===== config.mk =====
export PLATFORM = sky130hd
export DESIGN_NAME = base64url_stream_decoder
export DESIGN_NICKNAME = d
export VERILOG_FILES = /design/src/b64d_pkg.sv /design/src/base64url_stream_decoder.sv
export SDC_FILE = /design/constraint.sdc
export NUM_CORES = 1
export LEC_CHECK = 0
export BUFFER_PORTS_ARGS = -buffer_cell sky130_fd_sc_hd__buf_2
export CAP_MARGIN = 5
export CORE_MARGIN = 10
export CORE_UTILIZATION = 25
export DETAILED_ROUTE_END_ITERATION = 16
export SETUP_SLACK_MARGIN = 0.1
export SLEW_MARGIN = 20
export SYNTH_ARGS = -nofsm -noshare
export SYNTH_HDL_FRONTEND = slang
export SYNTH_SLANG_ARGS = --single-unit

===== constraint.sdc =====
create_clock -name i_clk -period 8.5 [get_ports i_clk]
set_input_delay 1.7 -clock i_clk [delete_from_list [all_inputs] [get_ports i_clk]]
set_output_delay 1.7 -clock i_clk [all_outputs]
set_load 0.03 [all_outputs]

===== src/b64d_pkg.sv =====
// types, character codes and the alphabet map for the base64url stream decoder
`default_nettype none

package b64d_pkg;

    // character codes
    localparam logic [7:0] CH_UPPER_A = 8'h41;
    localparam logic [7:0] CH_UPPER_Z = 8'h5A;
    localparam logic [7:0] CH_LOWER_A = 8'h61;
    localparam logic [7:0] CH_LOWER_Z = 8'h7A;
    localparam logic [7:0] CH_DIGIT_0 = 8'h30;
    localparam logic [7:0] CH_DIGIT_9 = 8'h39;
    localparam logic [7:0] CH_PLUS    = 8'h2B;
    localparam logic [7:0] CH_MINUS   = 8'h2D;
    localparam logic [7:0] CH_SLASH   = 8'h2F;
    localparam logic [7:0] CH_UNDER   = 8'h5F;
    localparam logic [7:0] CH_PAD     = 8'h3D;

    // value offsets of the alphabet ranges
    localparam logic [7:0] OFS_LOWER  = 8'd26;
    localparam logic [7:0] OFS_DIGIT  = 8'd52;
    localparam logic [5:0] VAL_PLUS   = 6'd62;
    localparam logic [5:0] VAL_SLASH  = 6'd63;

    // group positions
    localparam logic [1:0] POS_FIRST  = 2'd0;
    localparam logic [1:0] POS_SECOND = 2'd1;
    localparam logic [1:0] POS_THIRD  = 2'd2;
    localparam logic [1:0] POS_FOURTH = 2'd3;

    // status codes on the last result
    localparam logic ST_DONE    = 1'b0;
    localparam logic ST_STOPPED = 1'b1;

    // one result item
    typedef struct packed {
        logic [7:0] out_byte;
        logic       byte_valid;
        logic       last_result;
        logic       status;
    } t_result;

    // alphabet map: bit 6 set for a character outside the alphabet
    function automatic logic [6:0] f_sextet(input logic [7:0] c);
        logic [6:0] v;
        v = 7'd64;
        if (c >= CH_UPPER_A && c <= CH_UPPER_Z) begin
            v = {1'b0, 6'(c - CH_UPPER_A)};
        end else if (c >= CH_LOWER_A && c <= CH_LOWER_Z) begin
            v = {1'b0, 6'(c - CH_LOWER_A + OFS_LOWER)};
        end else if (c >= CH_DIGIT_0 && c <= CH_DIGIT_9) begin
            v = {1'b0, 6'(c - CH_DIGIT_0 + OFS_DIGIT)};
        end else if (c == CH_PLUS || c == CH_MINUS) begin
            v = {1'b0, VAL_PLUS};
        end else if (c == CH_SLASH || c == CH_UNDER) begin
            v = {1'b0, VAL_SLASH};
        end
        return v;
    endfunction

endpackage

`default_nettype wire


===== src/base64url_stream_decoder.sv =====
// top level of the base64url stream decoder: input register, group decode, result queue
//
//   channel  | valid    | stall    | payload
//   ---------+----------+----------+-----------------------------------------------
//   input    | i_valid  | o_stall  | i_char_code, i_end_of_message
//   output   | o_valid  | i_stall  | o_out_byte, o_byte_valid, o_last_result, o_status
//
// one input item is taken per cycle while o_stall is low; an item that ends a message
// after a completed byte gives two results.
// an item is held in the input register, decoded from there and written to the
// result queue, whose head drives the output.
// the four-entry result queue decides when the input stalls.
// reset is synchronous and active low; it clears the group state and the queue.
`default_nettype none

module base64url_stream_decoder
    import b64d_pkg::*;
(
    input  wire logic       i_clk,
    input  wire logic       i_rst_n,
    input  wire logic       i_valid,
    output logic            o_stall,
    input  wire logic [7:0] i_char_code,
    input  wire logic       i_end_of_message,
    output logic            o_valid,
    input  wire logic       i_stall,
    output logic [7:0]      o_out_byte,
    output logic            o_byte_valid,
    output logic            o_last_result,
    output logic            o_status
);

    // input register
    logic       r_in_valid;
    logic [7:0] r_char;
    logic       r_eom;

    // group state
    logic [5:0] r_g0, n_g0;
    logic [3:0] r_g1, n_g1;
    logic [1:0] r_g2, n_g2;
    logic       r_third_pad, n_third_pad;
    logic [1:0] r_pos, n_pos;
    logic       r_stopped, n_stopped;

    // result queue
    t_result    r_fifo [4];
    logic [1:0] r_wr;
    logic [1:0] r_rd;
    logic [2:0] r_count;

    // decode signals
    logic [6:0] sext;
    logic [5:0] v;
    logic       bad;
    logic       is_pad;
    logic       emit;
    logic [7:0] byte_val;
    t_result    res_a;
    t_result    res_b;
    logic [1:0] n_res;
    logic       pop;
    logic [2:0] free;
    logic       consume;
    logic       accept;

    assign sext   = f_sextet(r_char);
    assign v      = sext[5:0];
    assign bad    = sext[6];
    assign is_pad = (r_char == CH_PAD);

    // group decode of the registered item
    always_comb begin
        n_g0        = r_g0;
        n_g1        = r_g1;
        n_g2        = r_g2;
        n_third_pad = r_third_pad;
        n_pos       = r_pos;
        n_stopped   = r_stopped;
        emit        = 1'b0;
        byte_val    = '0;
        if (!r_stopped) begin
            unique case (r_pos)
                POS_FIRST: begin
                    if (bad) begin
                        n_stopped = 1'b1;
                    end else begin
                        n_g0  = v;
                        n_pos = POS_SECOND;
                    end
                end
                POS_SECOND: begin
                    if (bad) begin
                        n_stopped = 1'b1;
                    end else begin
                        emit     = 1'b1;
                        byte_val = {r_g0, v[5:4]};
                        n_g1     = v[3:0];
                        n_pos    = POS_THIRD;
                    end
                end
                POS_THIRD: begin
                    if (is_pad) begin
                        n_third_pad = 1'b1;
                        n_g2        = 2'b00;
                        n_pos       = POS_FOURTH;
                    end else if (bad) begin
                        n_stopped = 1'b1;
                    end else begin
                        emit        = 1'b1;
                        byte_val    = {r_g1, v[5:2]};
                        n_third_pad = 1'b0;
                        n_g2        = v[1:0];
                        n_pos       = POS_FOURTH;
                    end
                end
                POS_FOURTH: begin
                    if (!is_pad && bad) begin
                        n_stopped = 1'b1;
                    end else begin
                        if (!is_pad) begin
                            emit     = 1'b1;
                            byte_val = {(r_third_pad ? 2'b00 : r_g2), v};
                        end
                        n_pos       = POS_FIRST;
                        n_third_pad = 1'b0;
                    end
                end
                default: begin
                    n_pos = POS_FIRST;
                end
            endcase
        end

        // end of message: a lone first character counts as a stop
        if (r_eom && !n_stopped && n_pos == POS_SECOND) begin
            n_stopped = 1'b1;
        end
    end

    // order the results of the item: byte first, then the closing result
    always_comb begin
        t_result byte_res;
        t_result last_res;
        byte_res.out_byte    = byte_val;
        byte_res.byte_valid  = 1'b1;
        byte_res.last_result = 1'b0;
        byte_res.status      = ST_DONE;
        last_res.out_byte    = '0;
        last_res.byte_valid  = 1'b0;
        last_res.last_result = 1'b1;
        last_res.status      = n_stopped ? ST_STOPPED : ST_DONE;
        res_a = emit ? byte_res : last_res;
        res_b = last_res;
        n_res = 2'({1'b0, emit} + {1'b0, r_eom});
    end

    // queue space and handshakes
    assign o_valid = (r_count != 3'd0);
    assign pop     = o_valid && !i_stall;
    assign free    = 3'd4 - r_count + {2'b00, pop};
    assign consume = r_in_valid && ({1'b0, n_res} <= free);
    assign o_stall = r_in_valid && !consume;
    assign accept  = i_valid && !o_stall;

    // input register
    always_ff @(posedge i_clk) begin
        if (!i_rst_n) begin
            r_in_valid <= 1'b0;
        end else if (accept) begin
            r_in_valid <= 1'b1;
        end else if (consume) begin
            r_in_valid <= 1'b0;
        end
        if (accept) begin
            r_char <= i_char_code;
            r_eom  <= i_end_of_message;
        end
    end

    // group state, cleared at the end of every message
    always_ff @(posedge i_clk) begin
        if (!i_rst_n) begin
            r_g0        <= '0;
            r_g1        <= '0;
            r_g2        <= '0;
            r_third_pad <= 1'b0;
            r_pos       <= POS_FIRST;
            r_stopped   <= 1'b0;
        end else if (consume) begin
            if (r_eom) begin
                r_g0        <= '0;
                r_g1        <= '0;
                r_g2        <= '0;
                r_third_pad <= 1'b0;
                r_pos       <= POS_FIRST;
                r_stopped   <= 1'b0;
            end else begin
                r_g0        <= n_g0;
                r_g1        <= n_g1;
                r_g2        <= n_g2;
                r_third_pad <= n_third_pad;
                r_pos       <= n_pos;
                r_stopped   <= n_stopped;
            end
        end
    end

    // result queue pointers and count
    always_ff @(posedge i_clk) begin
        if (!i_rst_n) begin
            r_wr    <= '0;
            r_rd    <= '0;
            r_count <= '0;
        end else begin
            if (consume) begin
                r_wr <= r_wr + n_res;
            end
            if (pop) begin
                r_rd <= r_rd + 2'd1;
            end
            r_count <= r_count + (consume ? {1'b0, n_res} : 3'd0) - {2'b00, pop};
        end
    end

    // result queue entries
    always_ff @(posedge i_clk) begin
        if (consume && n_res != 2'd0) begin
            r_fifo[r_wr] <= res_a;
        end
        if (consume && n_res == 2'd2) begin
            r_fifo[r_wr + 2'd1] <= res_b;
        end
    end

    // head of the queue drives the output
    always_comb begin
        t_result head;
        head          = r_fifo[r_rd];
        o_out_byte    = head.out_byte;
        o_byte_valid  = head.byte_valid;
        o_last_result = head.last_result;
        o_status      = head.status;
    end

endmodule

`default_nettype wire

Yosys cells after proc, flatten, opt, wreduce, memory -nomap -nowiden
Memories as Yosys holds them, arrays and structs flattened. A register that Yosys moved wholly into a read port is not among the register bits.
Index checks and enable logic that the tools add are counted.

word-level totals
  bits in registers = 33
  latch bits = 0
  memory bits (writable) = 44
  bits in read-only memories = 0
  bits of input ports = 13
  output and inout bits = 13
  word-level logic and storage cells = 144
  memories kept = 1

memories
  name    depth  bits a word  read ports  clocked after Yosys merged registers in  wr ports  line                            RTL
  r_fifo  4      11           1           1                                        2         base64url_stream_decoder.sv:47  t_result r_fifo [4];

operators by class
  add/subtract/negate cells = 13
  multipliers = 0
  div/mod/pow operators = 0
  magnitude comparators = 7
  equal/unequal tests = 15
  shifts and indexed selects = 0
  multiplexer cells = 64
  bitwise operators = 0
  reductions and logical operators = 32

operator list
  kind                                                               count
  2-to-1 mux 8 bit                                                   6
  2-to-1 mux 7 bit                                                   5
  equality test 8 x 6 -> 1 bit, second input constant                4
  2-to-1 mux 2 bit                                                   16
  2-to-1 mux 6 bit                                                   4
  case mux 8 bit (3 select lines)                                    1
  2-to-1 mux 1 bit                                                   23
  greater-or-equal comparator 8 x 7 -> 1 bit, second input constant  2
  <= comparator 8 x 7 -> 1 bit, second input constant                2
  2-to-1 mux 4 bit                                                   4
  logical AND 1 bit                                                  12
  AND reduction 4 bit                                                3
  subtractor 6 bit, second input constant                            2
  2-to-1 mux 11 bit                                                  1
  nonzero test 2 bit                                                 5
  equality test 8 x 7 -> 1 bit, second input constant                1
  greater-or-equal comparator 8 x 6 -> 1 bit, second input constant  1
  <= comparator 8 x 6 -> 1 bit, second input constant                1
  case mux 2 bit (4 select lines)                                    1
  adder 6 x 5 -> 6 bit, second input constant                        1
  adder 6 bit, second input constant                                 1
  equality test 2 bit, second input constant                         3
  case mux 1 bit (3 select lines)                                    2
  nonzero test 3 bit                                                 2
  other kinds (20)                                                   28

Depth between registers and ports, before layout
  depth in word-level cells = 19
  mapped depth = 23
  mapped depth without buffers = 20

Worst setup path before layout
No wires, ideal clock.

  path type = register to output
  from = reg r_char[2]
  to = out o_stall
  data arrival time = 3.328 ns
  data required time = 6.800 ns
  slack = 3.472 ns
  cell stages (with the launch flop) = 16
  path buffers = 2
  cell sequence = edfxtp_1 -> buf_2 -> inv_1 -> ha_1 -> nand2_1 -> o211a_1 -> a211oi_1 -> o211a_1 -> buf_2 -> inv_2 -> ha_1 -> inv_1 -> ha_1 -> nand2_1 -> o211ai_1 -> nor2_1

between the ends
  longest elaborated chain between the ends = 16
  elaborated cells between the ends (all ways) = 34
  those cells by class = 1 x add/sub; 7 x order compare; 5 x eq/ne; 11 x mux; 10 x reduce/logical

RTL lines
  what                                                                                                line                             RTL
  start, declared                                                                                     base64url_stream_decoder.sv:35   logic [7:0] r_char;
  start signal, assigned                                                                              base64url_stream_decoder.sv:176  r_char <= i_char_code;
  parallel branches: the longest is 9 deep, another holds greater-or-equal comparator 8 x 6 -> 1 bit  -
  case mux 1 bit (3 select lines) *                                                                   base64url_stream_decoder.sv:83   unique case (r_pos)
  2-to-1 mux 1 bit *                                                                                  base64url_stream_decoder.sv:82   if (!r_stopped) begin
  via emit                                                                                            base64url_stream_decoder.sv:57   logic emit;
  adder 1 x 1 -> 2 bit *                                                                              base64url_stream_decoder.sv:155  n_res = 2'({1'b0, emit} + {1'b0, r_eom});
  <= comparator 2 x 3 -> 1 bit *                                                                      base64url_stream_decoder.sv:162  assign consume = r_in_valid && ({1'b0, n_res} <= free);
  logical AND 1 bit *                                                                                 base64url_stream_decoder.sv:162
  zero test 1 bit *                                                                                   base64url_stream_decoder.sv:163  assign o_stall = r_in_valid && !consume;
  logical AND 1 bit *                                                                                 base64url_stream_decoder.sv:163
  end, declared                                                                                       base64url_stream_decoder.sv:22   output logic o_stall,

Mark *: on every way through the listed nets, which the timed path passes.

Final worst setup path
  from = reg r_char[2]
  to = out o_stall

between the ends
  longest elaborated chain between the ends = 16
  elaborated cells between the ends (all ways) = 34
  those cells by class = 1 x add/sub; 7 x order compare; 5 x eq/ne; 11 x mux; 10 x reduce/logical

RTL lines
  what                                                                                                line
  parallel branches: the longest is 9 deep, another holds greater-or-equal comparator 8 x 6 -> 1 bit  -
  case mux 1 bit (3 select lines) *                                                                   base64url_stream_decoder.sv:83
  2-to-1 mux 1 bit *                                                                                  base64url_stream_decoder.sv:82
  adder 1 x 1 -> 2 bit *                                                                              base64url_stream_decoder.sv:155
  <= comparator 2 x 3 -> 1 bit *                                                                      base64url_stream_decoder.sv:162
  logical AND 1 bit *                                                                                 base64url_stream_decoder.sv:162
  zero test 1 bit *                                                                                   base64url_stream_decoder.sv:163
  logical AND 1 bit *                                                                                 base64url_stream_decoder.sv:163

Every way passes the cells marked *.

==> impl_metrics.tcl <==
set metrics [dict create \
    status "finished clean" \
    wirelength_um 10800 \
    rows 47 \
    clkPwrFrac_pct 33.7 \
    path_class "reg -> out" \
    finalWorstSetupSlack_ns 2.64 \
    ctsHoldBuffers 0 \
    drt_pass1_iterations 5 \
    tns_ns 0 \
    cp_num_buf_inv 4 \
    antenna_cells 0 \
    synth-edff-count 13 \
    finalSetupViolCount 0 \
    die_w_um 150 \
    postSynthAreaPerCell_sq_um 9.23 \
    wl_per_cell_um 15.4 \
    yosys_warnings 0 \
    slowest_stage "edfxtp_1" \
    grt_pass1_vias 3489 \
    numCtsBuffers 9 \
    p_leak_nw 1.84 \
    fmaxAchievable_mhz 171 \
    multiInputGateArea_sq_um 2350 \
    grt_usage_pct 9.79 \
    cp_top_family "compound AO/OA/AOI/OAI gates" \
    worst_slew_pin_slew_ns 0.994 \
    dieArea_sq_um 22600 \
    slew_headroom_pct 33.8 \
    netlist_top_cells_area "dfxtp_1, edfxtp_1, ha_1" \
    drt_iter0_markers 306 \
    clkSinkCount 79 \
    rsz0062_at_grt "false" \
    clockBufferDepth 2 \
    gp_congestion 0.917 \
    htreeDepth 3 \
    vdd_drop_max_v 0.000122 \
    hold_viol_final 0 \
    holdCritPathClass "reg -> reg" \
    grt_max_degree 23 \
    seq_power_share_pct 41.6 \
    synth_most_common_cell "dfxtp_1" \
    regArea_sq_um 1710 \
    place_ws_ns 3.03 \
    post_synth_num_cell_types 66 \
    period_minus_slack_ns 5.86 \
    path_cells "inv_1 > ha_1 > a21o_1 > o211a_1 > a211oi_1 > o211a_1 > inv_2 > ha_1 > inv_1 > ha_1 > nand2_1 > o211ai_1 > nor2_1 > buf_2" \
    slew_viol_final 0 \
    cts_resized 0 \
    netlist.area_leader.share_pct 31.1 \
    area_delta_synth_final_pct 14.4 \
    synth_cells 461 \
    antenna_left 0 \
    die_h_um 150 \
    fillers 1738 \
    synth_fp_nets 495 \
    antenna_found_initial 0 \
    drive_above_1_share_pct 12.4 \
    core_area_sq_um 16600 \
    initial_core_util_pct 25.6 \
    critPathCaptureType "primary output" \
    post-cts-setup-buffers 0 \
    nNetsFinal 512 \
    crit_top_cell "ha_1" \
    synth_common_cells "dfxtp_1, nand2_1, nor2_1" \
    slowest_delay_ns 0.58 \
    place.port_buffers 25 \
    pin_count 26 \
    p_per_area_nw_per_um2 228 \
    async_flop_share_pct 0 \
    synth-seq-cells 79 \
    startpoint_type "flip-flop" \
    post-route-period-util_pct 69.0 \
    drc 0 \
    ys_seq_area_share_pct 40.2 \
    cts-root-buf "clkbuf_16" \
    dp_hpwl_um 7920 \
    critical_path_arrival_ns 4.16 \
    power.internal_w 0.000729 \
    vias 3620 \
    grt_overflow_total 0 \
    cts_tree "done" \
    ys.flop_type "dfxtp_1" \
    post_synth_instance_area_sq_um 4250 \
    grt_pass1_wl_um 18000 \
    p_sw_w 0.000380 \
    skew_ns 0.00921 \
    required_ns 6.80 \
    maxCapViolCount 0 \
    path_clk_slew_ns 0.06 \
    synth_top_area_cell "dfxtp_1" \
    via_per_inst 5.15 \
    pwr-share-comb_pct 24.8 \
    worst-path-max-fanout 11 \
    switching_share_pct 34.3 \
    insertion_delay_ns 0.34 \
]
-- metal layers --
layer	share of wire [%]	vias to the layer above	global-route usage [%]	routed length, um
li1	-	1743	-	-
met1	47	1733	12.7	5070
met2	45	132	15.3	4920
met3	6.5	12	2.82	706
met4	1.3	0	3.21	140
met5	0	-	0	0
-- cell usage in the layout (no fill, tap or decap), types with 13 or more instances in the layout --
master	count
dfxtp_1	66
nand2_1	48
nor2_1	38
o21ai_0	33
inv_1	26
buf_2	25
ha_1	20
a21oi_1	17
nand3_1	16
o2bb2ai_1	14
edfxtp_1	13
-- final timing paths --
kind / end / slack, ns / startpoint / depth (start not counted)
setup / recovery: o_stall / 2.64 / r_char[2] / 14
hold / removal: r_fifo[3][3] / 0.45 / r_fifo[3][3] / 2
setup reg to reg: r_fifo[2][0] / 3.12 / r_char[2] / 15
hold reg to reg: r_fifo[3][3] / 0.45 / r_fifo[3][3] / 2
-- registers in the layout (all words and copies together) (netlist names), named ones only --
signal	cells
r_fifo	44
r_char	8
r_g0	6
r_g1	4
r_count	3
r_g2	2
r_pos	2
r_rd	2
r_wr	2
r_eom	1
r_in_valid	1
r_stopped	1
r_third_pad	1
-- power groups by stage --
stage	Sequential [W]	Combinational, W	Clock, W
after floorplan	0.000437	0.000236	0
after global placement	0.000468	0.000269	0
final	0.000461	0.000275	0.000373
after global routing	0.000468	0.000309	0.000401
after detailed placement	0.000470	0.000275	0
after CTS	0.000462	0.000276	0.000385
-- worst reg2reg max path: stages, from the launching register on --
cell      delay [ns]
edfxtp_1        0.58
inv_1           0.22
ha_1            0.31
a21o_1          0.23
o211a_1         0.15
a211oi_1        0.52
o211a_1         0.41
ha_1            0.34
ha_1            0.28
nor2b_1         0.13
o211ai_1        0.24
and2_1          0.45
nand2b_1        0.28
nor2_1          0.45
a21oi_1         0.36
inv_1           0.15
-- per-stage QoR --
stage                     instance area, sq um  util [%]  total power [W]  cells  hold slack, ns
final                                     4860      29.2          0.00111    703           0.450
after global routing                      4860      29.2          0.00118    703           0.477
after CTS                                 4860      29.2          0.00112    703           0.453
after detailed placement                  4580      27.5         0.000745    687           0.443
after global placement                    4580      27.5         0.000737    687           0.429
after floorplan                           4250         -         0.000674    461           0.420
-- cells by family after synthesis --
family / Yosys count / share of synthesized area [%]
multiplexers: 22 / 8.41
AND/OR/NAND/NOR: 151 / 17.2
AO/OA/AOI/OAI: 128 / 21.2
buffers and inverters: 50 / 4.53
flip-flops: 79 / 40.2
XOR/XNOR: 10 / 2.06
adder cells (fa/ha/maj): 21 / 6.35
-- layout make-up --
type | count | area share [%]
clock inverter | 7 | 1.29
timing repair buffer | 25 | 2.57
multi-input combinational | 332 | 48.3
sequential | 79 | 35.2
clock buffer | 9 | 4.63
tap | 220 | 5.66
inverter | 31 | 2.39
Note: power is estimated with default switching activity, not from simulation.
